$ cat src/hdl/bbc_pkg.sv
// Package with the codes, types and decode functions of the bracket checker.
package bbc_pkg;

   localparam int STACK_DEPTH_DEF = 128;

   localparam int CHAR_W    = 8;
   localparam int DEPTH_W   = 8;
   localparam int VERDICT_W = 2;
   localparam int KIND_W    = 2;

   // Verdict codes; the error codes double as the sticky status values.
   localparam logic [VERDICT_W-1:0] VERDICT_PEND  = 2'd0;
   localparam logic [VERDICT_W-1:0] VERDICT_BAL   = 2'd1;
   localparam logic [VERDICT_W-1:0] VERDICT_UNBAL = 2'd2;
   localparam logic [VERDICT_W-1:0] VERDICT_OVER  = 2'd3;

   localparam logic [VERDICT_W-1:0] STATUS_NONE = 2'd0;

   // Bracket kind codes; zero means the character is no bracket of that side.
   localparam logic [KIND_W-1:0] KIND_NONE   = 2'd0;
   localparam logic [KIND_W-1:0] KIND_ROUND  = 2'd1;
   localparam logic [KIND_W-1:0] KIND_SQUARE = 2'd2;
   localparam logic [KIND_W-1:0] KIND_CURLY  = 2'd3;

   localparam logic [CHAR_W-1:0] CHAR_OPEN_ROUND   = 8'h28;
   localparam logic [CHAR_W-1:0] CHAR_CLOSE_ROUND  = 8'h29;
   localparam logic [CHAR_W-1:0] CHAR_OPEN_SQUARE  = 8'h5B;
   localparam logic [CHAR_W-1:0] CHAR_CLOSE_SQUARE = 8'h5D;
   localparam logic [CHAR_W-1:0] CHAR_OPEN_CURLY   = 8'h7B;
   localparam logic [CHAR_W-1:0] CHAR_CLOSE_CURLY  = 8'h7D;

   typedef struct packed {
      logic [VERDICT_W-1:0] verdict;
      logic                 is_final;
      logic [DEPTH_W-1:0]   nesting_depth;
   } rsp_item_type;

   function automatic logic [KIND_W-1:0] open_kind(input logic [CHAR_W-1:0] c);
      logic [KIND_W-1:0] k;
      unique case (c)
         CHAR_OPEN_ROUND:  k = KIND_ROUND;
         CHAR_OPEN_SQUARE: k = KIND_SQUARE;
         CHAR_OPEN_CURLY:  k = KIND_CURLY;
         default:          k = KIND_NONE;
      endcase
      return k;
   endfunction

   function automatic logic [KIND_W-1:0] close_kind(input logic [CHAR_W-1:0] c);
      logic [KIND_W-1:0] k;
      unique case (c)
         CHAR_CLOSE_ROUND:  k = KIND_ROUND;
         CHAR_CLOSE_SQUARE: k = KIND_SQUARE;
         CHAR_CLOSE_CURLY:  k = KIND_CURLY;
         default:           k = KIND_NONE;
      endcase
      return k;
   endfunction

endpackage

$ cat src/hdl/bbc_ram.sv
// Generic single-write, single-read RAM with a registered read port.
module bbc_ram #(
   parameter int WIDTH = 2,
   parameter int DEPTH = 128
) (
   input  logic                     clock,
   input  logic                     wr_en,
   input  logic [$clog2(DEPTH)-1:0] wr_addr,
   input  logic [WIDTH-1:0]         wr_data,
   input  logic [$clog2(DEPTH)-1:0] rd_addr,
   output logic [WIDTH-1:0]         rd_data
);

   logic [WIDTH-1:0] mem_ff [DEPTH];
   logic [WIDTH-1:0] rd_data_ff;

   always_ff @(posedge clock) begin
      if (wr_en) begin
         mem_ff[wr_addr] <= wr_data;
      end
      rd_data_ff <= mem_ff[rd_addr];
   end

   assign rd_data = rd_data_ff;

endmodule

$ cat src/hdl/bbc_core.sv
// Stack controller: count, top-of-stack and sticky status around the stack RAM.
module bbc_core #(
   parameter int STACK_DEPTH = bbc_pkg::STACK_DEPTH_DEF
) (
   input  logic                       clock,
   input  logic                       reset,
   input  logic                       item_valid,
   input  logic [bbc_pkg::CHAR_W-1:0] char_in,
   input  logic                       last_char,
   output bbc_pkg::rsp_item_type      result
);

   import bbc_pkg::*;

   localparam int AW = (STACK_DEPTH > 1) ? $clog2(STACK_DEPTH) : 1;
   localparam int CW = $clog2(STACK_DEPTH + 1);

   logic [CW-1:0]        count_ff, count_in, cnt_nx;
   logic [VERDICT_W-1:0] sticky_ff, sticky_in, st_nx;
   logic [KIND_W-1:0]    top_ff, top_in, top_nx;
   logic [KIND_W-1:0]    ok, ck, second;
   logic                 wr_en;
   logic [AW-1:0]        rd_addr;

   assign ok = open_kind(char_in);
   assign ck = close_kind(char_in);

   // The RAM read port always fetches the entry below the top for the next cycle.
   bbc_ram #(
      .WIDTH (KIND_W),
      .DEPTH (STACK_DEPTH)
   ) u_stack (
      .clock   (clock),
      .wr_en   (wr_en),
      .wr_addr (count_ff[AW-1:0]),
      .wr_data (ok),
      .rd_addr (rd_addr),
      .rd_data (second)
   );

   always_comb begin
      cnt_nx = count_ff;
      st_nx  = sticky_ff;
      top_nx = top_ff;
      wr_en  = 1'b0;
      if (item_valid && sticky_ff == STATUS_NONE) begin
         if (ok != KIND_NONE) begin
            if (count_ff == CW'(STACK_DEPTH)) begin
               st_nx = VERDICT_OVER;
            end else begin
               wr_en  = 1'b1;
               cnt_nx = count_ff + CW'(1);
               top_nx = ok;
            end
         end else if (ck != KIND_NONE) begin
            if (count_ff == '0) begin
               st_nx = VERDICT_UNBAL;
            end else begin
               cnt_nx = count_ff - CW'(1);
               top_nx = second;
               if (top_ff != ck) begin
                  st_nx = VERDICT_UNBAL;
               end
            end
         end
      end
   end

   always_comb begin
      result.is_final      = last_char;
      result.nesting_depth = DEPTH_W'(cnt_nx);
      if (!last_char) begin
         result.verdict = VERDICT_PEND;
      end else if (st_nx != STATUS_NONE) begin
         result.verdict = st_nx;
      end else if (cnt_nx == '0) begin
         result.verdict = VERDICT_BAL;
      end else begin
         result.verdict = VERDICT_UNBAL;
      end
   end

   assign count_in  = (item_valid && last_char) ? '0 : cnt_nx;
   assign sticky_in = (item_valid && last_char) ? STATUS_NONE : st_nx;
   assign top_in    = top_nx;
   assign rd_addr   = AW'(count_in - CW'(2));

   always_ff @(posedge clock) begin
      if (reset) begin
         count_ff  <= '0;
         sticky_ff <= STATUS_NONE;
      end else begin
         count_ff  <= count_in;
         sticky_ff <= sticky_in;
      end
      top_ff <= top_in;
   end

endmodule

$ cat config.mk
export PLATFORM = sky130hd
export DESIGN_NAME = bbc_core
export DESIGN_NICKNAME = d
export VERILOG_FILES = /design/src/hdl/bbc_pkg.sv /design/src/hdl/bbc_ram.sv /design/src/hdl/bbc_core.sv
export SDC_FILE = /design/constraint.sdc
export NUM_CORES = 1
export LEC_CHECK = 0
export BUFFER_PORTS_ARGS = -buffer_cell sky130_fd_sc_hd__buf_2
export CORE_MARGIN = 1.5
export CORE_UTILIZATION = 45
export CTS_CLUSTER_DIAMETER = 200
export DETAILED_ROUTE_END_ITERATION = 6
export GPL_ROUTABILITY_DRIVEN = 0
export SETUP_SLACK_MARGIN = 0.4
export SYNTH_ARGS = -nofsm -noshare
export SYNTH_HDL_FRONTEND = slang
export SYNTH_SLANG_ARGS = --single-unit
$ cat constraint.sdc
create_clock -name clock -period 10.7 [get_ports clock]
set_clock_uncertainty 0.05 [all_clocks]
set_input_delay 0 -clock clock [delete_from_list [all_inputs] [get_ports clock]]
set_output_delay 0 -clock clock [all_outputs]
set_load 0.005 [all_outputs]
==> out/results.tsv, run 1 <==
stage	metric	value	unit
logic_synthesis	Syn Area/Cell	12.5	um^2
sta	Final Slew Violations	0	
die	row count	60	
logic_synthesis	Ys Warns	0	
clock_network	CTS root buffer	clkbuf_16	
placement	post-DP HPWL	19800	um
drt	total wire length	32700	um
finish	fin area	13900	um^2
power_and_ir_drop	Clk pwr share	46.6	%
logic_synthesis	area share of the largest cell type after synthesis	62.3	%
worst_setup_path	Worst EP arrival	6.16	ns
clock_network	# H-tree levels	1	
sta	final setup margin	4.93	ns
drt	WL/cell	23.9	um
sta	Slew HR	24.2	%
power_and_ir_drop	Cell Int Power	1810	uW
power_and_ir_drop	switching share of total power	20.1	%
power_and_ir_drop	switching pwr	455	uW
hold_path	hold depth	5	
finish	Area Overhead vs Synth	11.7	%
sta	Final min period	5.77	ns
sta	RSZ-0062 raised after global routing	no	
power_and_ir_drop	logic gate share of total power	2.7	%
drt	remaining antenna violation count	0	
worst_setup_path	worst r2r src	count_ff[0]	
logic_synthesis	largest area contributor in the netlist	edfxtp_1	
clock_network	Clock Sinks	270	
power_and_ir_drop	sequential power share	50.7	%
sta	worst-margin pin slew	1.14	ns
logic_synthesis	Mapped Cells	995	
die	Ports	23	
die	Core Region	27000	um^2
die	die width	169	um
clock_network	CTS tree	yes	
worst_setup_path	CP Data Required Time	11.09	ns
logic_synthesis	Synth cell types	81	
sta	period utilization	53.9	%
placement	dpl cell area	12800	um^2
drt	vias post-DR	8391	
worst_setup_path	R2R Setup Slk	4.93	ns
logic_synthesis	Yosys reg bits	270	
power_and_ir_drop	peak supply drop	0.132	mV
drt	vias per cell	6.12	
placement	Setup WS pre-CTS	4.98	ns
hold_path	hold worst-path end	count_ff[1]	
finish	n_diodes	0	
logic_synthesis	most common cell in the synthesized netlist	edfxtp_1	
worst_setup_path	startpoint types	flip-flop	
finish	layout cells sized above 1	13.8	%
clock_network	CTS max path bufs	3	
flow_run	max-cap violation count	0	
hold_path	Hold Startpoint	char_in[3]	
grt	first-pass GRT wire length	50100	um
finish	final core utilization	51.4	%
placement	port buffer count	22	
drt	Initial DRC Count	890	
logic_synthesis	sequential fraction of the synthesis area	64.3	%
sta	Final Hold Viols	0	
grt	initial antenna violation count	1	
worst_setup_path	Critical R2R Capture	u_stack.rd_data[0]	
sta	setup TNS	0	ns
clock_network	source-to-sink clock delay at the later pin of the worst-skew pair	0.55	ns
sta	final-report setup violation count	0	
grt	GRT Total Usage	23.5	%
grt	total global routing overflow	0	
worst_setup_path	WS Path Type	reg -> reg	
logic_synthesis	Synth Net Count	1010	
logic_synthesis	top cells by area, synth	edfxtp_1 (62%), nor2_1 (5.0%), mux2i_1 (3.4%)	
power_and_ir_drop	power per cell area	163	nW/um^2
worst_setup_path	worst r2r path cells	18	
grt	vias in the first global route	8286	
grt	largest net degree at the start of global routing	116	
sta	max frequency	173	MHz
worst_setup_path	CP Max Fanout	49	
die	Die Area	28600	um^2
die	effective utilization at floorplan	46.0	%
finish	nets	1023	
logic_synthesis	EDFF count, synth	258	
clock_network	clock buffer count from CTS	29	
logic_synthesis	mapped cell area	12400	um^2
drt	DR pass1 iterations	5	
die	Die H	169	um
clock_network	clk slew on worst S/H paths	0.06	ns
run_status	outcome	finished clean	
logic_synthesis	synth cell count leaders	edfxtp_1 (258), nor2_1 (164), nand2_1 (110)	
logic_synthesis	Post-synth ARST share	0	%
hold_path	HP Class	in -> reg	
worst_setup_path	nature of the critical path endpoint	flip-flop	
power_and_ir_drop	Static Leakage	0.00468	uW
drt	drt drc	0	
logic_synthesis	ys flop type	edfxtp_1	
==> state kept, by name (all words and copies together) (netlist names) <==
name,count
count_ff,8
sticky_ff,2
top_ff,2
u_stack.mem_ff,256
u_stack.rd_data,2
==> timing repair <==
item,in CTS,in global routing
hold buffers,4,0
endpoints found under the hold margin,25,0
endpoints found under the setup margin,0,0
setup buffers,0,0
resized for setup,0,0
==> worst max-delay path by stage <==
| stage | start | end | slack (ns) | cells past startpoint |
|---|---|---|---|---|
| final | count_ff[0] | u_stack.rd_data[0] | 4.93 | 18 |
| after global routing | count_ff[0] | u_stack.rd_data[0] | 4.54 | 18 |
| after CTS | count_ff[0] | u_stack.rd_data[0] | 4.95 | 18 |
| after detailed placement | count_ff[0] | u_stack.rd_data[0] | 4.98 | 18 |
| after global placement | count_ff[0] | u_stack.rd_data[0] | 5.04 | 18 |
| after floorplan | char_in[0] | u_stack.mem_ff[0][0] | 3.14 | 6 |
==> layout by cell type (no fill, tap or decap), types with 5 or more instances in the layout <==
master and instances:
edfxtp_1 258, and2_1 9, nor4_1 9, nand2_1 110, clkbuf_16 29, mux2i_1 42
clkinv_2 10, nor3_1 13, a311oi_1 5, nand2b_1 5, a21oi_1 39, a211oi_1 15
inv_1 11, or3_1 5, nand4_1 8, dfxtp_1 12, a31oi_1 14, mux2_2 6
a221oi_1 5, buf_4 19, nand3_1 48, nor2b_1 7, nor2_1 163, mux4_2 16
o21ai_0 16, buf_2 22, and3_1 18, bufinv_16 6
==> critical path, stage by stage, from the launching register on <==
cell and delay (ns):
dfxtp_1 0.41, inv_1 0.18, ha_1 0.23, or3b_4 0.44, or4b_4 0.52, nand4_1 0.14, nand4_1 0.10, nand2_1 0.09
buf_4 0.34, inv_1 0.07, buf_4 0.32, ha_1 0.39, xnor2_2 0.18, buf_4 0.59, mux4_2 0.60, mux4_2 0.50
a211oi_1 0.26, a31oi_1 0.05, and3_1 0.16
==> routing by layer <==
layer | track usage, % | part of all wire [%]
met4 | 7.66 | 3.0
met2 | 38.1 | 47
met1 | 33.2 | 44
met3 | 2.78 | 5.8
met5 | 0 | 0.031
==> power groups by stage <==
stage	clock network (uW)	registers [uW]	logic [uW]
after floorplan	0	1170	39.2
after global placement	0	1170	58.6
after detailed placement	0	1170	58.9
after CTS	1070	1150	60.9
after global routing	1110	1150	66.7
final	1050	1150	61.3
==> cell families after synthesis <==
logic type	after synthesis	synth area share [%]
compound gates	150	8.67
mux	67	7.36
fa+ha+maj	3	0.302
buf+inv	75	2.98
simple gates	423	15.9
flops	270	64.3
xor+xnor	7	0.493
==> per-stage QoR <==
stage,instances,total power (uW),hold WS (ns)
global placement,1314,1230,0.156
finish,1372,2260,0.0497
detailed placement,1314,1230,0.155
CTS,1372,2280,0.0199
global route,1372,2320,0.0946
floorplan,995,1210,0.0261
==> area by class of cell <==
type,count,area [um^2]
fill,2404,13100
clock inverter,24,282
sequential,270,7990
tap,341,427
multi-input combinational,650,4120
inverter,12,46.3
clock buffer,30,729
timing repair buffer,45,293
No activity file was read; power rests on OpenSTA's default activity.
==> inputs of run 2 (changes only) <==
Clock period 10.7 ns to 5.3 ns, I/O delays scaled along.
==> out/results.tsv, run 2 (synthesis results as in run 1) <==
stage	metric	value	unit	change
finish	number of fill cells	2370		was 2404
die	die width	169	um	unchanged
drt	total wire length	33200	um	was 32700 um
die	Ports	23		unchanged
worst_setup_path	WS Path Type	reg -> reg		unchanged
die	effective utilization at floorplan	46.0	%	unchanged
die	Die Area	28600	um^2	unchanged
hold_path	Hold Startpoint	char_in[5]		was char_in[3]
sta	setup TNS	0	ns	unchanged
grt	vias in the first global route	8338		was 8286
sta	Slew HR	22.9	%	was 24.2%
clock_network	# H-tree levels	1		unchanged
die	row count	60		unchanged
grt	met2 GRT Util	37.8	%	was 38.1%
drt	vias per cell	6.09		was 6.12
finish	Area Overhead vs Synth	11.9	%	was 11.7%
finish	Non-Filler Instances	1382		was 1372
worst_setup_path	Worst EP arrival	5.11	ns	was 6.16 ns
placement	Placed Cells	1325		was 1314
power_and_ir_drop	Static Leakage	0.00469	uW	was 0.00468 uW
finish	max reg flops	256		unchanged
drt	DR pass1 iterations	5		unchanged
worst_setup_path	startpoint types	flip-flop		unchanged
worst_setup_path	worst r2r path cells	15		was 18
worst_setup_path	Critical R2R Capture	u_stack.rd_data[0]		unchanged
worst_setup_path	CP Data Required Time	5.68	ns	was 11.09 ns
sta	worst-margin pin slew	1.15	ns	was 1.14 ns
finish	Storage cell area	7990	um^2	unchanged
finish	commonest non-fill, non-tap cell in the layout	edfxtp_1		unchanged
sta	max frequency	211	MHz	was 173 MHz
sta	Worst Hold Slack	0.00581	ns	was 0.0497 ns
drt	vias post-DR	8413		was 8391
hold_path	hold depth	3		was 5
hold_path	HP Class	in -> reg		unchanged
sta	final-report setup violation count	0		unchanged
sta	Final Hold Viols	0		unchanged
placement	port buffer count	22		unchanged
clock_network	clk slew on worst S/H paths	0.06	ns	about the same
finish	most frequent cells in the layout	edfxtp_1 (258), nor2_1 (163), nand2_1 (109)		was edfxtp_1 (258), nor2_1 (163), nand2_1 (110)
hold_path	hold worst-path end	u_stack.mem_ff[9][0]		was count_ff[1]
sta	final setup margin	0.568	ns	was 4.93 ns
sta	Final min period	4.73	ns	was 5.77 ns
placement	Setup WS pre-CTS	0.188	ns	was 4.98 ns
sta	Final Slew Violations	0		unchanged
die	Die H	169	um	unchanged
finish	final core utilization	51.5	%	was 51.4%
grt	initial antenna violation count	0		was 1
sta	period utilization	89.3	%	was 53.9%
grt	GRT Total Usage	23.5	%	about the same
drt	remaining antenna violation count	0		unchanged
clock_network	CTS tree	yes		unchanged
clock_network	Clock Sinks	270		unchanged
drt	drt drc	0		unchanged
clock_network	clock buffer count from CTS	28		was 29
power_and_ir_drop	peak supply drop	0.291	mV	was 0.132 mV
finish	layout cells sized above 1	13.9	%	was 13.8%
flow_run	max-cap violation count	0		unchanged
finish	area occupied by multi-input gates	4190	um^2	was 4120 um^2
finish	Largest regs	u_stack.mem_ff (256), count_ff (8)		unchanged
worst_setup_path	CP Max Fanout	13		was 49
drt	WL/cell	24.0	um	was 23.9 um
grt	met1 Usage GRT	32.9	%	was 33.2%
grt	largest net degree at the start of global routing	83		was 116
finish	nets	1035		was 1023
clock_network	source-to-sink clock delay at the later pin of the worst-skew pair	0.55	ns	about the same
power_and_ir_drop	power per cell area	306	nW/um^2	was 163 nW/um^2
clock_network	CTS root buffer	clkbuf_16		unchanged
grt	total global routing overflow	0		unchanged
worst_setup_path	nature of the critical path endpoint	flip-flop		unchanged
sta	RSZ-0062 raised after global routing	no		unchanged
run_status	outcome	finished clean		unchanged
grt	met3 Usage GRT	4.01	%	was 2.78%
grt	first-pass GRT wire length	50400	um	was 50100 um
worst_setup_path	worst r2r src	count_ff[0]		unchanged
clock_network	CTS max path bufs	3		unchanged
drt	Initial DRC Count	906		was 890
finish	Top reg by flops	u_stack.mem_ff		unchanged
worst_setup_path	R2R Setup Slk	0.57	ns	was 4.93 ns
grt	GRT Max-Usage Layer	met2		unchanged
placement	post-DP HPWL	20500	um	was 19800 um
die	Core Region	27000	um^2	unchanged
run 2: cell count changes in the layout (fill, tap and decap cells not counted), sizes merged:
| cell | before | now |
|---|---|---|
| clkbuf | 30 | 34 |
| clkinvlp | 2 | 0 |
| buf | 41 | 53 |
| diode | 0 | 1 |
| xnor2 | 6 | 7 |
| bufinv | 6 | 1 |
| inv | 12 | 11 |
run 2: cell type report:
cell class	instances	share of cell area (%)
clock buffers	34	5.35
diodes	1	0.0180
well taps	341	3.07
multi-input cells	651	30.1
inverters	12	0.333
flip-flops and latches	270	57.4
repair buffers	57	3.08
clock inverters	16	0.656
run 2: repair_timing:
action	CTS	global route
setup buffers	0	1
gates cloned	0	1
hold endpoints to repair	12	0
hold buffers	4	0
resized for setup	1	7
setup endpoints to repair	2	2
pin swaps	1	3
run 2: worst max-delay path, cell delays in order (launching register included):
cell,delay [ns]
dfxtp_1,0.32
inv_1,0.09
ha_1,0.25
or3b_4,0.28
and4b_2,0.30
a211oi_2,0.34
a221o_1,0.20
o31a_1,0.22
nand2_1,0.12
ha_4,0.23
xnor2_4,0.58
mux4_2,0.59
mux4_2,0.51
a211oi_1,0.28
a31oi_1,0.07
and3_1,0.16
run 2: power breakdown:
group | switching (uW) | internal [uW]
Sequential | 4.43 | 2310
Combinational | 83.1 | 48.5
Clock | 784 | 1030
run 2: routing by layer:
| layer | up-vias | wire length, um | share of wire (%) |
|---|---|---|---|
| met3 | 59 | 2290 | 6.9 |
| met1 | 4207 | 14800 | 45 |
| met2 | 339 | 15200 | 46 |
| met5 | - | 0 | 0 |
| li1 | 3808 | - | - |
| met4 | 0 | 857 | 2.6 |
run 2: worst max path at each step:
stage	cells after the start	slack, ns	endpoint	startpoint
floorplan	21	0.46	u_stack.rd_data[0]	count_ff[0]
CTS	15	0.35	u_stack.rd_data[0]	count_ff[0]
detailed placement	19	0.19	u_stack.rd_data[1]	count_ff[0]
global route	15	0.40	u_stack.rd_data[0]	count_ff[0]
finish	15	0.57	u_stack.rd_data[0]	count_ff[0]
global placement	20	0.24	u_stack.rd_data[1]	count_ff[0]
run 2: through the flow:
step / instance area [um^2] / total power, uW
global placement: 13000 / 2480
floorplan: 12500 / 2430
finish: 13900 / 4260
CTS: 13800 / 4270
detailed placement: 13000 / 2480
global route: 13900 / 4360
